--- src/sv/tmw_pkg.sv ---
// shared types and constants for the text marquee window
// no dependencies; imported by the top level and the checker
`timescale 1ns / 1ps

package tmw_pkg;

	localparam int unsigned CHAR_W     = 8;
	localparam int unsigned COL_W      = 4;
	localparam int unsigned LEN_W      = 8;
	localparam int unsigned WIN_W      = 5;
	localparam int unsigned PERIOD_W   = 16;
	localparam int unsigned TICK_W     = 16;
	localparam int unsigned POS_W      = 9;
	localparam int unsigned CNT_W      = 5;
	localparam int unsigned CFG_IDX_W  = 2;
	localparam int unsigned CFG_DATA_W = 16;
	localparam int unsigned WINDOW_MAX = 16;
	localparam int unsigned RESULT_CAP = 16;
	localparam int unsigned DELIM_LEN  = 4;

	typedef enum logic [CFG_IDX_W-1:0] {
		REG_TEXT_LENGTH   = 2'd0,
		REG_WINDOW_LENGTH = 2'd1,
		REG_SCROLL_PERIOD = 2'd2
	} tmw_reg_t;

	typedef enum logic {
		REQ_LOAD   = 1'b0,
		REQ_RENDER = 1'b1
	} tmw_req_t;

	typedef enum logic {
		ST_IDLE,
		ST_RENDER
	} tmw_state_t;

	// column in flight between the store read and the output register
	typedef struct packed {
		logic              is_delim;
		logic [CHAR_W-1:0] delim;
		logic [COL_W-1:0]  column;
		logic              last;
	} tmw_col_t;

	// delimiter " ** " that closes the ring
	function automatic logic [CHAR_W-1:0] delim_char(input logic [1:0] idx);
		logic [CHAR_W-1:0] ch;
		case (idx)
			2'd0: ch = 8'h20;
			2'd1: ch = 8'h2A;
			2'd2: ch = 8'h2A;
			default: ch = 8'h20;
		endcase
		return ch;
	endfunction

endpackage

--- src/sv/tmw_ram.sv ---
// generic simple dual-port ram, one write and one registered read port
// no dependencies
`timescale 1ns / 1ps

module tmw_ram #(
	parameter int unsigned WIDTH = 8,
	parameter int unsigned DEPTH = 256
) (
	input  logic                     clk,
	input  logic                     wr_en,
	input  logic [$clog2(DEPTH)-1:0] wr_addr,
	input  logic [WIDTH-1:0]         wr_data,
	input  logic                     rd_en,
	input  logic [$clog2(DEPTH)-1:0] rd_addr,
	output logic [WIDTH-1:0]         rd_data
);

	logic [WIDTH-1:0] mem_q [DEPTH];

	always_ff @(posedge clk) begin
		if (wr_en) begin
			mem_q[wr_addr] <= wr_data;
		end
		if (rd_en) begin
			rd_data <= mem_q[rd_addr];
		end
	end

endmodule

--- src/sv/text_marquee_window.sv ---
// text marquee window: text store in ram, window render with scroll step
// depends on tmw_pkg and tmw_ram
`timescale 1ns / 1ps

// channel   dir  handshake          payload
// s_*       in   s_tvalid/s_tready  tdata {tick_count, char_value, char_index}, tuser req_type
// m_*       out  m_tvalid/m_tready  tdata {4'b0, out_column, out_char}, tlast last_char
// cfg_*     in   cfg_we             cfg_index, cfg_wdata
//
// a load-char request leaves the input ready; a render holds it not ready until it ends,
// waiting on the bit-serial remainder unit (tick_count mod scroll_period, 16 steps) that
// gates the scroll step; columns stream out one per cycle alongside it while not stalled; a
// stalled output holds back column reads, and the render ends once all are issued and the
// remainder is done; reset clears control and registers only; the text store is not cleared

module text_marquee_window
	import tmw_pkg::*;
#(
	parameter int unsigned TEXT_DEPTH = 256
) (
	input  logic                  clk,
	input  logic                  arst_n,
	input  logic                  s_tvalid,
	output logic                  s_tready,
	input  logic [31:0]           s_tdata,   // char_index[7:0], char_value[15:8], tick_count[31:16]
	input  logic                  s_tuser,   // req_type[0]
	output logic                  m_tvalid,
	input  logic                  m_tready,
	output logic [15:0]           m_tdata,   // out_char[7:0], out_column[11:8], zero[15:12]
	output logic                  m_tlast,
	input  logic                  cfg_we,
	input  logic [CFG_IDX_W-1:0]  cfg_index,
	input  logic [CFG_DATA_W-1:0] cfg_wdata
);

	localparam int unsigned AW      = $clog2(TEXT_DEPTH);
	localparam int unsigned WIN_CAP = (WINDOW_MAX < RESULT_CAP) ? WINDOW_MAX : RESULT_CAP;

	// input fields
	logic [LEN_W-1:0]  char_index;
	logic [CHAR_W-1:0] char_value;
	logic [TICK_W-1:0] tick_count;

	assign char_index = s_tdata[7:0];
	assign char_value = s_tdata[15:8];
	assign tick_count = s_tdata[31:16];

	// configuration registers
	logic [LEN_W-1:0]    text_length_q;
	logic [WIN_W-1:0]    window_length_q;
	logic [PERIOD_W-1:0] scroll_period_q;

	// scroll state; scroll_addr_q tracks scroll_pos_q modulo the store depth
	logic [POS_W-1:0] scroll_pos_q;
	logic [AW-1:0]    scroll_addr_q;
	logic             step_armed_q;

	// render control
	tmw_state_t        state_q, state_d;
	logic [CNT_W-1:0]  cnt_q;
	logic [CNT_W-1:0]  col_q;
	logic [POS_W-1:0]  p_q;
	logic [AW-1:0]     addr_q;

	// remainder unit
	logic [TICK_W-1:0]   dvd_q;
	logic [PERIOD_W-1:0] rem_q;
	logic [CNT_W-1:0]    div_cnt_q;

	// column pipeline and output register
	logic              s1_valid_s1;
	tmw_col_t          col_s1;
	logic              out_valid_q;
	logic [CHAR_W-1:0] out_char_q;
	logic [COL_W-1:0]  out_col_q;
	logic              out_last_q;

	logic [CHAR_W-1:0] ram_rdata;

	// handshake and decode
	logic in_acc, load_acc, render_acc, in_render, render_done;
	logic issue, s1_move, is_delim, rd_en, wr_en;

	// start-of-render values
	logic [WIN_W-1:0]  win_eff;
	logic              fits;
	logic [CNT_W-1:0]  count_start;
	logic [POS_W-1:0]  ring;

	// walk through the ring
	logic [POS_W-1:0]  p_inc;
	logic              p_wrap;
	logic [AW-1:0]     addr_inc;
	tmw_col_t          col_d;

	// remainder step
	logic [PERIOD_W-1:0] divisor;
	logic [PERIOD_W:0]   trial;
	logic                trial_ge;

	// scroll step
	logic [POS_W-1:0] pos_inc;
	logic             pos_wrap;

	assign in_acc     = s_tvalid & s_tready;
	assign load_acc   = in_acc & (s_tuser == REQ_LOAD);
	assign render_acc = in_acc & (s_tuser == REQ_RENDER);

	// window clamp; the text is shown whole when it fits
	assign win_eff     = (window_length_q > WIN_W'(WIN_CAP)) ? WIN_W'(WIN_CAP) : window_length_q;
	assign fits        = text_length_q <= LEN_W'(win_eff);
	assign count_start = fits ? text_length_q[CNT_W-1:0] : win_eff;
	assign ring        = {1'b0, text_length_q} + POS_W'(DELIM_LEN);

	// next state
	always_comb begin
		state_d = state_q;
		case (state_q)
			ST_IDLE: begin
				if (render_acc) begin
					state_d = ST_RENDER;
				end
			end
			ST_RENDER: begin
				if (render_done) begin
					state_d = ST_IDLE;
				end
			end
			default: state_d = ST_IDLE;
		endcase
	end

	// state outputs
	always_comb begin
		s_tready  = 1'b0;
		in_render = 1'b0;
		case (state_q)
			ST_IDLE:   s_tready  = 1'b1;
			ST_RENDER: in_render = 1'b1;
			default: begin
				s_tready  = 1'b0;
				in_render = 1'b0;
			end
		endcase
	end

	// a column is issued when the read stage is free or drains this cycle
	assign s1_move     = s1_valid_s1 & (~out_valid_q | m_tready);
	assign issue       = in_render & (col_q != cnt_q) & (~s1_valid_s1 | s1_move);
	assign render_done = in_render & (col_q == cnt_q) & (div_cnt_q == '0);

	// delimiter positions sit past the text
	assign is_delim = p_q >= {1'b0, text_length_q};
	assign rd_en    = issue & ~is_delim;
	assign p_inc    = p_q + POS_W'(1);
	assign p_wrap   = p_inc == ring;
	assign addr_inc = (addr_q == AW'(TEXT_DEPTH - 1)) ? '0 : addr_q + AW'(1);

	always_comb begin
		col_d.is_delim = is_delim;
		col_d.delim    = delim_char(p_q[1:0] - text_length_q[1:0]);
		col_d.column   = col_q[COL_W-1:0];
		col_d.last     = (col_q + CNT_W'(1)) == cnt_q;
	end

	// writes beyond the store are dropped
	assign wr_en = load_acc & ({1'b0, char_index} < (LEN_W + 1)'(TEXT_DEPTH));

	tmw_ram #(
		.WIDTH (CHAR_W),
		.DEPTH (TEXT_DEPTH)
	) u_text_ram (
		.clk     (clk),
		.wr_en   (wr_en),
		.wr_addr (char_index[AW-1:0]),
		.wr_data (char_value),
		.rd_en   (rd_en),
		.rd_addr (addr_q),
		.rd_data (ram_rdata)
	);

	// restoring remainder, one dividend bit per cycle; period zero acts as one
	assign divisor  = (scroll_period_q == '0) ? PERIOD_W'(1) : scroll_period_q;
	assign trial    = {rem_q, dvd_q[TICK_W-1]};
	assign trial_ge = trial >= {1'b0, divisor};

	// scroll step, wraps at text length plus delimiter
	assign pos_inc  = scroll_pos_q + POS_W'(1);
	assign pos_wrap = pos_inc == ring;

	// configuration and scroll position
	always_ff @(posedge clk or negedge arst_n) begin
		if (!arst_n) begin
			text_length_q   <= '0;
			window_length_q <= WIN_W'(16);
			scroll_period_q <= PERIOD_W'(8);
			scroll_pos_q    <= '0;
			scroll_addr_q   <= '0;
			step_armed_q    <= 1'b0;
		end else begin
			if (cfg_we) begin
				case (tmw_reg_t'(cfg_index))
					REG_TEXT_LENGTH: begin
						text_length_q <= cfg_wdata[LEN_W-1:0];
						scroll_pos_q  <= '0;
						scroll_addr_q <= '0;
					end
					REG_WINDOW_LENGTH: window_length_q <= cfg_wdata[WIN_W-1:0];
					REG_SCROLL_PERIOD: scroll_period_q <= cfg_wdata[PERIOD_W-1:0];
					default: ;
				endcase
			end else if (render_done) begin
				if (rem_q == '0) begin
					if (!step_armed_q) begin
						scroll_pos_q  <= pos_wrap ? '0 : pos_inc;
						scroll_addr_q <= pos_wrap ? '0 :
							((scroll_addr_q == AW'(TEXT_DEPTH - 1)) ? '0
								: scroll_addr_q + AW'(1));
						step_armed_q  <= 1'b1;
					end
				end else begin
					step_armed_q <= 1'b0;
				end
			end
		end
	end

	// render control and remainder unit
	always_ff @(posedge clk or negedge arst_n) begin
		if (!arst_n) begin
			state_q   <= ST_IDLE;
			cnt_q     <= '0;
			col_q     <= '0;
			div_cnt_q <= '0;
		end else begin
			state_q <= state_d;
			if (render_acc) begin
				cnt_q     <= count_start;
				col_q     <= '0;
				div_cnt_q <= CNT_W'(TICK_W);
			end else begin
				if (issue) begin
					col_q <= col_q + CNT_W'(1);
				end
				if (div_cnt_q != '0) begin
					div_cnt_q <= div_cnt_q - CNT_W'(1);
				end
			end
		end
	end

	// ring walk and remainder datapath
	always_ff @(posedge clk) begin
		if (render_acc) begin
			p_q    <= fits ? '0 : scroll_pos_q;
			addr_q <= fits ? '0 : scroll_addr_q;
			dvd_q  <= tick_count;
			rem_q  <= '0;
		end else begin
			if (issue) begin
				p_q    <= p_wrap ? '0 : p_inc;
				addr_q <= p_wrap ? '0 : addr_inc;
			end
			if (div_cnt_q != '0) begin
				rem_q <= trial_ge ? PERIOD_W'(trial - {1'b0, divisor}) : trial[PERIOD_W-1:0];
				dvd_q <= {dvd_q[TICK_W-2:0], 1'b0};
			end
		end
	end

	// read stage valid and output register valid
	always_ff @(posedge clk or negedge arst_n) begin
		if (!arst_n) begin
			s1_valid_s1 <= 1'b0;
			out_valid_q <= 1'b0;
		end else begin
			if (issue) begin
				s1_valid_s1 <= 1'b1;
			end else if (s1_move) begin
				s1_valid_s1 <= 1'b0;
			end
			if (s1_move) begin
				out_valid_q <= 1'b1;
			end else if (m_tready) begin
				out_valid_q <= 1'b0;
			end
		end
	end

	// payload of the read stage and the output register
	always_ff @(posedge clk) begin
		if (issue) begin
			col_s1 <= col_d;
		end
		if (s1_move) begin
			out_char_q <= col_s1.is_delim ? col_s1.delim : ram_rdata;
			out_col_q  <= col_s1.column;
			out_last_q <= col_s1.last;
		end
	end

	assign m_tvalid = out_valid_q;
	assign m_tdata  = {4'b0000, out_col_q, out_char_q};
	assign m_tlast  = out_last_q;

endmodule

--- config.mk ---
export PLATFORM = sky130hd
export DESIGN_NAME = text_marquee_window
export DESIGN_NICKNAME = d
export VERILOG_FILES = /design/src/sv/tmw_pkg.sv /design/src/sv/tmw_ram.sv /design/src/sv/text_marquee_window.sv
export SDC_FILE = /design/constraint.sdc
export NUM_CORES = 2
export LEC_CHECK = 0
export BUFFER_PORTS_ARGS = -buffer_cell sky130_fd_sc_hd__buf_2
export CORE_MARGIN = 3
export CORE_UTILIZATION = 42
export DETAILED_ROUTE_END_ITERATION = 7
export GPL_ROUTABILITY_DRIVEN = 0
export PLACE_DENSITY_LB_ADDON = 0.12
export SLEW_MARGIN = 0
export SYNTH_ARGS = -nofsm -noshare
export SYNTH_HDL_FRONTEND = slang
export SYNTH_SLANG_ARGS = --single-unit
--- constraint.sdc ---
create_clock -name clk -period 3.6 [get_ports clk]
set_input_delay 0.54 -clock clk [delete_from_list [all_inputs] [get_ports clk]]
set_output_delay 0.54 -clock clk [all_outputs]
set_load 0.03 [all_outputs]
==> run metrics <==
Max Root-Sink Buffers 3; VDD IR-drop max 0.000739 V; pins over their slew limit 0; row count 166; Final Hold Viols 0; unrepaired setup endpoints after global routing false; grt ovf 0; Synth Cell Area 0.0873 mm^2; Setup Crit Path Kind flop to flop; Starting Density 42.4%; nets 5176; worst-margin pin slew 1.03 ns; static leakage 33.9 nW; Final Cycle Share 99.3%; Die Span Y 462 um; placed cell count 7508; full die area 0.213 mm^2; die width 462 um; Initial DRC Count 5205; sw power 25.3 mW; # Post-CTS Setup Buffers 0; first-pass GRT wire length 354 mm; Avg Cell Area, Syn 19.7 um^2; Clock Latency Late Sink 0.88 ns; non-filler cells in the finished layout 7964; Net Sw Frac 32.6%; Hold Path Class input pin to flop; WL final 248 mm; TNS Setup 0 ns; Post-Syn Instances 4422; vias in the first global route 46600; largest net degree at the start of global routing 123; critical path peak fanout 18; PortBufs 70; Yosys top cell area share 72.6%; combinational power share 32.7%; ANT nets after route 0; top cell type by total area after synthesis edfxtp_1; Setup crit start kind flop; num ports 75; endpoint arrival time on the critical path 4.29 ns; clock slew at reported path FFs 0.06 ns; vias 46300; synth warn 0; normalized max-slew margin 31.1%; async set-reset flop share out of synthesis 2.97%; gr usage total 23.4%; FF-to-FF setup slack 0.03 ns; drt via density 5.81; DP HPWL 161 mm; largest cells by area after synthesis edfxtp_1 73%, mux4_2 13%, dfrtp_1 1.8%; number of synthesized flops with an enable pin 2109; DR DRC count 0; area growth from synthesis to layout 17.4%; Worst Path Required 4.31 ns; CTS tree yes; Setup Skew 0.0531 ns; sequential area share after synthesis 74.8%; Num CTS Buffers 226; most used flip-flop cell after synthesis edfxtp_1; minimum clock period 3.57 ns; CTS H-tree depth 4; PwrDens 758 mW/mm^2; clock share of power 29.4%; Final Setup Violations 0; count of state elements after synthesis 2190; drt wl/cell 31.2 um; max_cap viols 0; Peak Freq 0.280 GHz; DR pass1 iterations 5; core area 0.206 mm^2; Synth cell types 82; Worst setup EP type flop; Seq pwr share 37.9%; antenna violations before repair 10; placed cell area 0.0949 mm^2; share of cells above drive strength 1 29.5%; Post-Layout Inst Area 0.102 mm^2; Cell Int Power 52.4 mW; top post-synthesis cells by count 2109 x edfxtp_1, 510 x mux4_2, 324 x nor2_1; clock sinks 2190; outcome completed; Root Driver clkbuf_16; count leader, synth edfxtp_1
[kinds of logic (layout without fill, tap and decap cells)]
logic type,Yosys count,in the layout,share of synthesized area (%)
flops,2190,2190,74.8
simple gates,698,698,3.53
mux,690,690,15.3
compound gates,443,443,3.41
buf+inv,299,1147,1.78
xor+xnor,63,63,0.632
fa+ha+maj,38,38,0.553
other cells,1,7,0.00430
[registers in the layout, summed over array words and instances, names as in the netlist, 5 cells and up]
signal	count
text_length_q	8
p_q	9
scroll_pos_q	9
u_text_ram.mem_q	2048
dvd_q	16
u_text_ram.rd_data	8
col_s1	7
scroll_addr_q	8
div_cnt_q	5
col_q	5
scroll_period_q	16
rem_q	16
out_char_q	8
cnt_q	5
window_length_q	5
addr_q	8
[worst max-delay path, cell delays in order (launching register included)]
cell and delay, ns:
edfxtp_1 0.51, buf_4 0.36, nand3b_4 0.40, o221ai_1 0.40, a21oi_1 0.07, a21oi_1 0.51, nor2_1 0.08, o2111ai_1 0.56
nand3_1 0.31, a21oi_1 0.18
[routing by layer]
| metal | GRT usage [%] | vias up | wire (um) |
|---|---|---|---|
| met1 | 33.4 | 24700 | 106000 |
| li1 | - | 19500 | - |
| met2 | 37.3 | 1760 | 118000 |
| met4 | 6.53 | 2 | 6710 |
| met5 | 0 | - | 12 |
| met3 | 4.30 | 341 | 18100 |
[stage by stage]
stage               setup WS [ns]  power (mW)  util [%]  hold slack [ns]
CTS                        0.0471        78.3      49.8           0.0920
finish                     0.0262        77.7      49.8            0.132
floorplan                   0.493        44.5         -            0.244
detailed placement        -0.0843        55.4      46.1            0.407
global placement           -0.137        55.5      46.1            0.404
global route               0.0267        80.6      49.8            0.116
[placed cells by master (no fill, tap or decap), types with 57 or more instances in the layout]
cell type and n:
edfxtp_1 2109, buf_4 518, mux4_2 510, nor2_1 322, clkbuf_16 228, nand2_1 167, mux2i_1 142, a21oi_1 92
o21ai_0 86, dfrtp_1 63, clkinv_1 62, buf_2 62, buf_12 60, a22oi_1 57
[area by class of cell]
cell class | instances | area, um^2
clock buffer | 272 | 5880
multi-input combinational | 1936 | 20600
antenna | 3 | 7.51
fill | 16900 | 103000
tap | 2688 | 3360
inverter | 46 | 178
sequential | 2190 | 65300
timing repair buffer | 682 | 5850
clock inverter | 147 | 1330
[path summary, 6_finish.rpt]
kind / from / endpoint / cells past startpoint
worst min register to register: col_s1[0]$_DFFE_PP_ / m_tlast$_DFFE_PP_ / 0
worst min-delay path: s_tdata[10] / u_text_ram.mem_q[211][2]$_DFFE_PP_ / 1
worst max register to register: addr_q[3]$_DFFE_PP_ / u_text_ram.rd_data[4]$_DFFE_PP_ / 9
worst max-delay path: addr_q[3]$_DFFE_PP_ / u_text_ram.rd_data[4]$_DFFE_PP_ / 9
max in group asynchronous: arst_n / div_cnt_q[2]$_DFFE_PN0P_ / 3
min in group asynchronous: arst_n / scroll_pos_q[8]$_DFFE_PN0P_ / 3
[power by group through the flow]
stage	clock network (mW)	logic, mW	registers, mW
after floorplan	0	14.8	29.7
after global placement	0	25.5	30.0
after detailed placement	0	25.5	30.0
after CTS	23.3	25.6	29.4
after global routing	24.4	26.7	29.5
final	22.9	25.4	29.4
[repair_timing]
action                                  in CTS  in global routing
resized for setup                            3                  4
hold buffers                                34                  0
endpoints found under the setup margin       3                  4
endpoints found under the hold margin      110                  0
(Power assumes the default switching activity.)
